<file path="src/rtl/mtev_pkg.sv">
// ---------------------------------------------------------------------------
// mtev_pkg
// Types, codes and helpers shared by the MIDI track event validator.
// ---------------------------------------------------------------------------
package mtev_pkg;

  // Parse phase of the current event
  typedef enum logic [2:0] {
    PH_DELTA  = 3'd0,
    PH_STATUS = 3'd1,
    PH_CHAN   = 3'd2,
    PH_MTYPE  = 3'd3,
    PH_LEN    = 3'd4,
    PH_PAY    = 3'd5
  } phase_t;

  // Event kinds
  localparam logic [2:0] KIND_CHAN   = 3'd0;
  localparam logic [2:0] KIND_META   = 3'd1;
  localparam logic [2:0] KIND_SYX_F0 = 3'd2;
  localparam logic [2:0] KIND_SYX_F7 = 3'd3;
  localparam logic [2:0] KIND_BAD    = 3'd4;

  // Error codes
  localparam logic [2:0] ERR_NONE       = 3'd0;
  localparam logic [2:0] ERR_BAD_DELTA  = 3'd1;
  localparam logic [2:0] ERR_EXCEEDS    = 3'd2;
  localparam logic [2:0] ERR_BAD_STATUS = 3'd3;
  localparam logic [2:0] ERR_HDR_OVF    = 3'd4;
  localparam logic [2:0] ERR_BAD_LEN    = 3'd5;
  localparam logic [2:0] ERR_LEN_OVF    = 3'd6;

  // Status bytes and nibbles
  localparam logic [7:0] ST_SYX_F0  = 8'hF0;
  localparam logic [7:0] ST_SYX_F7  = 8'hF7;
  localparam logic [7:0] ST_META    = 8'hFF;
  localparam logic [3:0] HI_PROG    = 4'hC;
  localparam logic [3:0] HI_CHPRESS = 4'hD;
  localparam logic [3:0] HI_SYSTEM  = 4'hF;

  // Longest variable-length quantity in bytes
  localparam logic [2:0] VLQ_MAX = 3'd4;

  // Field widths
  localparam int unsigned VAL_W  = 28;
  localparam int unsigned SIZE_W = 29;

  // Parse state carried from byte to byte
  typedef struct packed {
    phase_t            phase;
    logic [7:0]        kept_status;
    logic [VAL_W-1:0]  delta_accum;
    logic [2:0]        vlq_count;
    logic [VAL_W-1:0]  length_accum;
    logic [VAL_W-1:0]  bytes_left;
    logic [SIZE_W-1:0] size_count;
    logic [2:0]        kind_held;
  } mtev_state_t;

  // One result item
  typedef struct packed {
    logic [2:0]        kind;
    logic [2:0]        err;
    logic [VAL_W-1:0]  delta;
    logic [SIZE_W-1:0] bytes;
    logic [7:0]        rs;
  } mtev_result_t;

  // Channel voice status: top bit set, not a system message
  function automatic logic is_chan_status(input logic [7:0] s);
    return s[7] && (s[7:4] != HI_SYSTEM);
  endfunction

endpackage

</file>
<file path="src/rtl/mtev_step.sv">
// ---------------------------------------------------------------------------
// mtev_step
// Single-byte parse step: next parse state and the optional result item.
// ---------------------------------------------------------------------------
module mtev_step (
  input  mtev_pkg::mtev_state_t  cur,
  input  logic [7:0]             track_byte,
  input  logic                   buffer_end,
  output mtev_pkg::mtev_state_t  nxt,
  output logic                   fire,
  output mtev_pkg::mtev_result_t res
);
  import mtev_pkg::*;

  logic [7:0]        st;
  logic              one_data;
  logic [1:0]        n_data;
  logic [SIZE_W-1:0] size_inc;
  logic [VAL_W-1:0]  bytes_dec;
  logic [VAL_W-1:0]  shift_accum_d;
  logic [VAL_W-1:0]  shift_accum_l;
  logic [2:0]        cnt_inc;

  // Effective status: explicit byte or kept channel running status
  always_comb begin
    if (track_byte[7]) begin
      st = track_byte;
    end else if (is_chan_status(cur.kept_status)) begin
      st = cur.kept_status;
    end else begin
      st = 8'h00;
    end
  end

  // Program change and channel pressure carry one data byte
  assign one_data = (st[7:4] == HI_PROG) || (st[7:4] == HI_CHPRESS);
  assign n_data   = track_byte[7] ? (one_data ? 2'd1 : 2'd2)
                                  : (one_data ? 2'd0 : 2'd1);

  assign size_inc      = cur.size_count + SIZE_W'(1);
  assign bytes_dec     = cur.bytes_left - VAL_W'(1);
  assign shift_accum_d = {cur.delta_accum[VAL_W-8:0], track_byte[6:0]};
  assign shift_accum_l = {cur.length_accum[VAL_W-8:0], track_byte[6:0]};
  assign cnt_inc       = cur.vlq_count + 3'd1;

  // Phase decode and result forming
  always_comb begin
    logic       do_finish;
    logic       do_fail;
    logic [2:0] fail_code;

    do_finish = 1'b0;
    do_fail   = 1'b0;
    fail_code = ERR_NONE;
    nxt            = cur;
    nxt.size_count = size_inc;

    unique case (cur.phase) inside
      PH_STATUS: begin
        if (is_chan_status(st)) begin
          nxt.kind_held   = KIND_CHAN;
          nxt.kept_status = st;
          if (n_data == 2'd0) begin
            do_finish = 1'b1;
          end else if (buffer_end) begin
            do_fail   = 1'b1;
            fail_code = ERR_EXCEEDS;
          end else begin
            nxt.bytes_left = VAL_W'(n_data);
            nxt.phase      = PH_CHAN;
          end
        end else if (st == ST_META) begin
          nxt.kind_held   = KIND_META;
          nxt.kept_status = 8'h00;
          if (buffer_end) begin
            do_fail   = 1'b1;
            fail_code = ERR_HDR_OVF;
          end else begin
            nxt.phase = PH_MTYPE;
          end
        end else if ((st == ST_SYX_F0) || (st == ST_SYX_F7)) begin
          nxt.kind_held   = (st == ST_SYX_F0) ? KIND_SYX_F0 : KIND_SYX_F7;
          nxt.kept_status = 8'h00;
          if (buffer_end) begin
            do_fail   = 1'b1;
            fail_code = ERR_BAD_LEN;
          end else begin
            nxt.vlq_count    = 3'd0;
            nxt.length_accum = '0;
            nxt.phase        = PH_LEN;
          end
        end else begin
          do_fail   = 1'b1;
          fail_code = ERR_BAD_STATUS;
        end
      end
      PH_CHAN, PH_PAY: begin
        nxt.bytes_left = bytes_dec;
        if (bytes_dec == '0) begin
          do_finish = 1'b1;
        end else if (buffer_end) begin
          do_fail   = 1'b1;
          fail_code = (cur.phase == PH_CHAN) ? ERR_EXCEEDS : ERR_LEN_OVF;
        end
      end
      PH_MTYPE: begin
        if (buffer_end) begin
          do_fail   = 1'b1;
          fail_code = ERR_BAD_LEN;
        end else begin
          nxt.vlq_count    = 3'd0;
          nxt.length_accum = '0;
          nxt.phase        = PH_LEN;
        end
      end
      PH_LEN: begin
        nxt.length_accum = shift_accum_l;
        nxt.vlq_count    = cnt_inc;
        if (track_byte[7]) begin
          if ((cnt_inc >= VLQ_MAX) || buffer_end) begin
            do_fail   = 1'b1;
            fail_code = ERR_BAD_LEN;
          end
        end else if (shift_accum_l == '0) begin
          do_finish = 1'b1;
        end else if (buffer_end) begin
          do_fail   = 1'b1;
          fail_code = ERR_LEN_OVF;
        end else begin
          nxt.bytes_left = shift_accum_l;
          nxt.phase      = PH_PAY;
        end
      end
      default: begin
        // Delta time; unused phase codes land here too
        nxt.delta_accum = shift_accum_d;
        nxt.vlq_count   = cnt_inc;
        nxt.phase       = PH_DELTA;
        if (track_byte[7]) begin
          if ((cnt_inc >= VLQ_MAX) || buffer_end) begin
            do_fail   = 1'b1;
            fail_code = ERR_BAD_DELTA;
          end
        end else if (buffer_end) begin
          do_fail   = 1'b1;
          fail_code = ERR_EXCEEDS;
        end else begin
          nxt.vlq_count = 3'd0;
          nxt.phase     = PH_STATUS;
        end
      end
    endcase

    // Result item
    fire = do_finish || do_fail;
    if (do_fail) begin
      res.kind  = KIND_BAD;
      res.err   = fail_code;
      res.delta = '0;
      res.bytes = '0;
      res.rs    = 8'h00;
    end else begin
      res.kind  = nxt.kind_held;
      res.err   = ERR_NONE;
      res.delta = nxt.delta_accum;
      res.bytes = size_inc;
      res.rs    = nxt.kept_status;
    end

    // Event done: start over at the next delta time
    if (fire) begin
      if (do_fail) begin
        nxt.kept_status = 8'h00;
      end
      nxt.phase        = PH_DELTA;
      nxt.delta_accum  = '0;
      nxt.vlq_count    = 3'd0;
      nxt.length_accum = '0;
      nxt.bytes_left   = '0;
      nxt.size_count   = '0;
      nxt.kind_held    = KIND_CHAN;
    end
  end

endmodule

</file>
<file path="src/rtl/midi_track_event_validator_core.sv">
// ---------------------------------------------------------------------------
// midi_track_event_validator_core: one track byte per cycle unless a blocked result stalls it, event results out.
// Path: each byte goes through the input register and the combinational parse step into the result register.
// Throughput: one byte per cycle while the result register is not blocked.
// Reset: synchronous; parse state and running status clear, no result pending.
// ---------------------------------------------------------------------------
module midi_track_event_validator_core (
  input  logic       clk,
  input  logic       rst,
  input  logic       in_valid,
  output logic       in_ready,
  input  logic [7:0] track_byte,
  input  logic       buffer_end,
  output logic       out_valid,
  input  logic       out_ready,
  output logic [2:0] event_kind,
  output logic [2:0] error_code,
  output logic [mtev_pkg::VAL_W-1:0]  delta_time,
  output logic [mtev_pkg::SIZE_W-1:0] event_bytes,
  output logic [7:0] new_running_status
);
  import mtev_pkg::*;

  logic         in_full;
  logic [7:0]   in_byte;
  logic         in_last;
  logic         advance;
  logic         fire;
  mtev_state_t  state;
  mtev_state_t  state_next;
  mtev_result_t res_next;
  mtev_result_t res;

  // Step stalls only when it has a result and the output slot is blocked
  assign advance  = in_full && (!fire || !out_valid || out_ready);
  assign in_ready = !in_full || advance;

  // Input register
  always_ff @(posedge clk) begin
    if (rst) begin
      in_full <= 1'b0;
    end else if (in_ready) begin
      in_full <= in_valid;
    end
  end

  always_ff @(posedge clk) begin
    if (in_valid && in_ready) begin
      in_byte <= track_byte;
      in_last <= buffer_end;
    end
  end

  mtev_step u_step (
    .cur        (state),
    .track_byte (in_byte),
    .buffer_end (in_last),
    .nxt        (state_next),
    .fire       (fire),
    .res        (res_next)
  );

  // Parse state
  always_ff @(posedge clk) begin
    if (rst) begin
      state.phase        <= PH_DELTA;
      state.kept_status  <= 8'h00;
      state.delta_accum  <= '0;
      state.vlq_count    <= 3'd0;
      state.length_accum <= '0;
      state.bytes_left   <= '0;
      state.size_count   <= '0;
      state.kind_held    <= KIND_CHAN;
    end else if (advance) begin
      state <= state_next;
    end
  end

  // Result register
  always_ff @(posedge clk) begin
    if (rst) begin
      out_valid <= 1'b0;
    end else if (advance && fire) begin
      out_valid <= 1'b1;
    end else if (out_ready) begin
      out_valid <= 1'b0;
    end
  end

  always_ff @(posedge clk) begin
    if (advance && fire) begin
      res <= res_next;
    end
  end

  assign event_kind         = res.kind;
  assign error_code         = res.err;
  assign delta_time         = res.delta;
  assign event_bytes        = res.bytes;
  assign new_running_status = res.rs;

endmodule

</file>
<file path="config.mk">
export PLATFORM = sky130hd
export DESIGN_NAME = midi_track_event_validator_core
export DESIGN_NICKNAME = d
export VERILOG_FILES = /design/src/rtl/mtev_pkg.sv /design/src/rtl/mtev_step.sv /design/src/rtl/midi_track_event_validator_core.sv
export SDC_FILE = /design/constraint.sdc
export NUM_CORES = 1
export LEC_CHECK = 0
export ABC_AREA = 1
export BUFFER_PORTS_ARGS = -buffer_cell sky130_fd_sc_hd__buf_2
export CAP_MARGIN = 20
export CORE_ASPECT_RATIO = 0.8
export CORE_UTILIZATION = 56
export CTS_BUF_LIST = sky130_fd_sc_hd__clkbuf_8 sky130_fd_sc_hd__clkbuf_16
export CTS_CLUSTER_DIAMETER = 50
export DETAILED_ROUTE_END_ITERATION = 6
export PLACE_DENSITY = 0.77
export SLEW_MARGIN = 10
export SYNTH_ARGS = -nofsm -noshare
export SYNTH_HDL_FRONTEND = slang
export SYNTH_HIERARCHICAL = 1
export SYNTH_SLANG_ARGS = --single-unit
</file>
<file path="constraint.sdc">
create_clock -name clk -period 4.6 [get_ports clk]
set_clock_uncertainty 0.2 [all_clocks]
set_input_delay 0.46 -clock clk [delete_from_list [all_inputs] [get_ports clk]]
set_output_delay 0.46 -clock clk [all_outputs]
set_load 0.005 [all_outputs]
</file>
## Word level (Yosys, flattened, before mapping)

Cells that the tools add are included.
Widths: inputs -> output; s select.

| word-level totals | value |
|---|---|
| word-level logic and storage cells | 152 |
| input bits | 13 |
| output and inout bits | 73 |
| bits in registers | 212 |

| cells by class | value |
|---|---|
| order comparisons | 1 |
| $add $sub $neg | 3 |
| reductions and logical operators | 27 |
| mux-type cells | 78 |
| eq/ne operators | 26 |

Operators with widths:

| operator | count |
|---|---|
| $mux 28 | 7 |
| $pmux 28 s3 | 2 |
| $mux 130 | 1 |
| $mux 31 | 4 |
| $mux 3 | 27 |
| $logic_not 28->1 | 2 |
| $pmux 3 s4 | 3 |
| $mux 11 | 3 |
| $mux 8 | 4 |
| $add 29x1->29 const B | 1 |
| $sub 28x1->28 const B | 1 |
| $ne 3x3->1 const B | 9 |
| $eq 8x8->1 const B | 3 |
| $mux 1 | 21 |
| $ne 4x4->1 const B | 5 |
| $reduce_and 5->1 | 2 |
| $reduce_and 9->1 | 1 |
| $eq 4x4->1 const B | 2 |
| $mux 2 | 4 |
| $reduce_and 8->1 | 1 |
| $reduce_bool 4->1 | 2 |
| $logic_or 1x1->1 | 7 |
| $eq 3x2->1 const B | 2 |
| $eq 3x3->1 const B | 2 |
| 13 further kinds | 19 |

## Logic depth before layout (Yosys ltp)

| logic depth | value |
|---|---|
| word-level depth | 19 |
| gate-level depth with buffers | 24 |

## Cells and area by module

The synthesis kept the hierarchy.

By module, submodules not included:

| module | area each (um2) | times used | cells each |
|---|---|---|---|
| midi_track_event_validator_core | 8287.9 | 1 | 947 |
| mtev_step | 5490.3 | 1 | 1034 |

## Worst setup path after synthesis

Ideal clock, no wire load.

| timing | value |
|---|---|
| path type | register to register |
| from | reg state[32] in the netlist's numbering |
| to | reg res (netlist bit delta_time[0]) (enable) |
| slack | -0.067 ns |
| path buffers | 3 |
| library setup time | 0.425 ns |
| cell stages (with the launch flop) | 21 |
| arrival | 4.042 ns |
| required time | 3.975 ns |
| cells stage by stage | dfxtp_1 > inv_1 > ha_1 > nand2_2 > nor2_4 > nand3_1 > xor2_1 > inv_1 > nand2_1 > nor2_1 > nand3_1 > nand3_2 > nand2_4 > nand2_4 > nand2_4 > buf_2 > nand3_2 > buf_4 > buf_6 > nand3_1 > inv_1 |

| between the ends | value |
|---|---|
| longest elaborated chain between the ends | 10 |
| elaborated cells between the ends (all ways) | 12 |

Ends and longest elaborated chain:

| what | RTL line | text |
|---|---|---|
| start, declared | midi_track_event_validator_core.sv:29 | `mtev_state_t state;` |
| start signal, assigned | midi_track_event_validator_core.sv:75 | `state <= state_next;` |
| $sub 28x1->28 * | mtev_step.sv:41 | `assign bytes_dec = cur.bytes_left - VAL_W'(1);` |
| $logic_not 28->1 * | mtev_step.sv:99 | `if (bytes_dec == '0) begin` |
| $mux 1 | mtev_step.sv:99 |  |
| $pmux 1 s4 / $pmux 1 s3 (equally long branches) | mtev_step.sv:58 | `unique case (cur.phase) inside` |
| $logic_or 1x1->1 * | mtev_step.sv:155 | `fire = do_finish \|\| do_fail;` |
| via fire | midi_track_event_validator_core.sv:28 | `logic fire;` |
| $logic_not 1->1 | midi_track_event_validator_core.sv:35 | `assign advance = in_full && (!fire \|\| !out_valid \|\| out_ready);` |
| $logic_or 1x1->1 (2 in a row) | midi_track_event_validator_core.sv:35 |  |
| $logic_and 1x1->1 | midi_track_event_validator_core.sv:35 |  |
| $logic_and 1x1->1 * | midi_track_event_validator_core.sv:91 | `if (advance && fire) begin` |
| end signal, assigned | midi_track_event_validator_core.sv:92 | `res <= res_next;` |
| end, declared | midi_track_event_validator_core.sv:32 | `mtev_result_t res;` |

The timed path passes the listed nets; every way through them passes the cells marked *.
A chain may end at the register's enable or synchronous reset.

## Worst setup path after layout

| timing | value |
|---|---|
| from | reg in_byte[7] |
| to | out in_ready |

| between the ends | value |
|---|---|
| longest elaborated chain between the ends | 15 |
| elaborated cells between the ends (all ways) | 31 |

Ends and longest elaborated chain:

| what | RTL line | text |
|---|---|---|
| start, declared | midi_track_event_validator_core.sv:25 | `logic [7:0] in_byte;` |
| start signal, assigned | midi_track_event_validator_core.sv:49 | `in_byte <= track_byte;` |
| $mux 8 | mtev_step.sv:26 | `if (track_byte[7]) begin` |
| $eq 4x4->1 | mtev_step.sv:36 | `assign one_data = (st[7:4] == HI_PROG) \|\| (st[7:4] == HI_CHPRESS);` |
| $logic_or 1x1->1 | mtev_step.sv:36 |  |
| $mux 1 / $mux 2 (equally long branches) | mtev_step.sv:38, mtev_step.sv:37 |  |
| $mux 2 | mtev_step.sv:37 | `assign n_data = track_byte[7] ? (one_data ? 2'd1 : 2'd2)` |
| $logic_not 2->1 | mtev_step.sv:63 | `if (n_data == 2'd0) begin` |
| $mux 1 | mtev_step.sv:63 |  |
| $mux 1 | mtev_step.sv:60 | `if (is_chan_status(st)) begin` |
| $pmux 1 s4 / $pmux 1 s3 (equally long branches) | mtev_step.sv:58 |  |
| $logic_or 1x1->1 * | mtev_step.sv:155 |  |
| via fire | midi_track_event_validator_core.sv:28 |  |
| $logic_not 1->1 * | midi_track_event_validator_core.sv:35 |  |
| $logic_or 1x1->1 * (2 in a row) | midi_track_event_validator_core.sv:35 |  |
| $logic_and 1x1->1 * | midi_track_event_validator_core.sv:35 |  |
| $logic_or 1x1->1 * | midi_track_event_validator_core.sv:36 | `assign in_ready = !in_full \|\| advance;` |
| end, declared | midi_track_event_validator_core.sv:11 | `output logic in_ready,` |

Marks and branches as above.

==> results by group <==
Flow run
  – Max Cap Viol: 0

Global route
  – First-pass GRT wire length: 55400 um
  – Vias in the first global route: 10.9k
  – Total congestion overflow: 0
  – Initial antenna violation count: 0
  – Largest net degree at the start of global routing: 153
  – Total GRT Usage: 27.4%

STA
  – Period utilisation layout: 89.7%
  – Setup WS post-layout: 0.474 ns
  – Slew Limit Fails: 0
  – Max Freq: 242 MHz
  – RSZ-0062 raised after global routing: no
  – Setup tns final: 0 ns
  – Final min period: 4.13 ns
  – Worst slew margin: 33.8%
  – Final Hold Violating Endpoints: 0
  – Final Setup Violations: 0
  – Worst Max-Slew Pin Slew: 0.993 ns

Setup path
  – Critical Path Start Type: flop
  – WP buf/inv: 4
  – Worst path max stage delay: 0.58 ns
  – CP Max Fanout: 12
  – Reg2Reg Setup Slack: 0.67 ns
  – Critical Path AT: 3.47 ns
  – Crit. End Element: output pin
  – Crit path max-delay cell type: edfxtp_1
  – Delay-heaviest family, CP: simple AND/OR/NAND/NOR gates
  – Most Frequent Cell on Critical Path: nand2_1
  – Critical path class: flop to output pin
  – Crit path cell chain: inv_1 -> nand2_1 -> nand2_1 -> nor2_2 -> nor2_1 -> inv_2 -> nand2_1 -> nand2_1 -> nand2_2 -> inv_2 -> nor2_2 -> nand2_4 -> nand2_4 -> nand2_8 -> nand4_1 -> buf_2
  – Critical path required time: 3.94 ns

Finish
  – Storage cell area: 0.00491 mm^2
  – Nets@finish: 1946
  – Syn-to-layout area delta: 8.92%
  – Multi-input gate area: 0.00671 mm^2
  – Final Instance Area: 0.0145 mm^2
  – # diodes: 0
  – Fill cells: 2098
  – Most common cell after layout, fill and taps aside: nand2_1
  – Commonest non-fill, non-tap cells in the layout: 350 x nand2_1, 332 x nor2_1, 243 x inv_1, 192 x a21oi_1, 191 x nand3_1
  – Layout cell share with drive strength beyond 1: 12.9%

Clocking
  – Clock buffer depth: 3
  – Cts repair resizes: 0
  – Reg clk slew, reported paths: 0.06 ns
  – CTS H-tree depth: 1
  – Clock Latency Late Sink: 0.54 ns
  – CTS tree: yes
  – CTS Sinks: 205
  – CTS root buf: clkbuf_16
  – CTS Buf Count: 26

Power and ir drop
  – Final Total Pwr: 5.37 mW
  – Leak Pwr: 5.93 nW
  – Peak VDD IR: 286 uV
  – Pwr Density: 370 mW/mm^2

Synth
  – Synth Warn #: 6
  – Syn Area/Cell: 6.97 um^2
  – Synth Cell Area: 0.0133 mm^2
  – Mapped Cells: 1911
  – Syn nets: 1930

Hold path
  – Hold Crit Class: flop to flop

Die
  – Core Rows: 50
  – Die width: 174 um
  – I/O Pins: 86
  – Starting Density: 57.1%
  – Total Die Area: 0.0244 mm^2
  – Die Y-Extent: 140 um
  – Core Area: 0.0233 mm^2

Route
  – Wirelength per Cell: 15.1 um
  – ANT nets after route: 0
  – Via-to-Cell Ratio: 5.47
  – DRC: 0
  – Initial DRC Count: 1532
  – Post-Route WL: 34100 um
  – TritonRoute pass-1 iters: 6
  – Via count: 12.4k

Placement
  – GPL Wtd Cong: 0.961
  – Post-DP HPWL: 22000 um
  – Post-DP Area: 0.0136 mm^2
  – IO Port Bufs: 85
  – Pre-CTS setup slack: 0.759 ns

Status
  – Status: completed
[registers in the layout, summed over array words and instances, names as in the netlist]
register            count
delta_time             28
error_code              3
event_bytes            29
event_kind              3
in_byte                 8
in_full                 1
in_last                 1
new_running_status      8
out_valid               1
state                 123
[metrics by stage]
step	util, %	hold slack, ns	cells
finish	62.2	0.284	2259
global route	62.2	0.307	2259
CTS	62.2	0.285	2259
detailed placement	58.1	0.272	2199
global placement	58.1	0.261	2199
floorplan	-	0.250	1911
[layout make-up]
type / count / area share, %
Inverter: 248 / 6.45
Timing Repair Buffer: 112 / 5.06
Clock inverter: 19 / 0.776
Tap cell: 312 / 2.69
Sequential cell: 205 / 33.8
Clock buffer: 29 / 4.93
Multi-Input combinational cell: 1334 / 46.3
[per-layer routing]
layer	part of all wire (%)	wire length (um)	GRT usage (%)	vias up
met4	1.9	661	7.43	0
li1	-	-	-	6146
met1	47	16000	40.4	5649
met5	0	0	0	-
met3	8.8	3010	5.02	47
met2	42	14500	41.0	516
[path summary, 6_finish.rpt]
check / start / end / cells after the start
min reg2reg: state[112]$_SDFFE_PP0P_ / state[112]$_SDFFE_PP0P_ / 2
max reg2reg: in_byte[7]$_DFFE_PP_ / new_running_status[6]$_DFFE_PP_ / 18
max: in_byte[7]$_DFFE_PP_ / in_ready / 16
min: state[112]$_SDFFE_PP0P_ / state[112]$_SDFFE_PP0P_ / 2
[power breakdown]
group,switching [mW],total [mW],internal [mW]
Combinational,0.875,1.29,0.412
Clock,0.810,1.93,1.12
Sequential,0.121,2.15,2.03
Total,1.81,5.37,3.57
[tightest hold or removal path, delay by kind of cell (launching register included)]
kind / cells / cell delay [ns]
AOI/OAI and AO/OA: 1 / 0.04
DFF: 1 / 0.33
and+or+nand+nor: 1 / 0.08
[repair_timing]
action,in CTS,in global routing
setup buffers,0,0
hold buffers,12,0
endpoints found under the hold margin,11,0
Power figures use the tool's default switching activity.
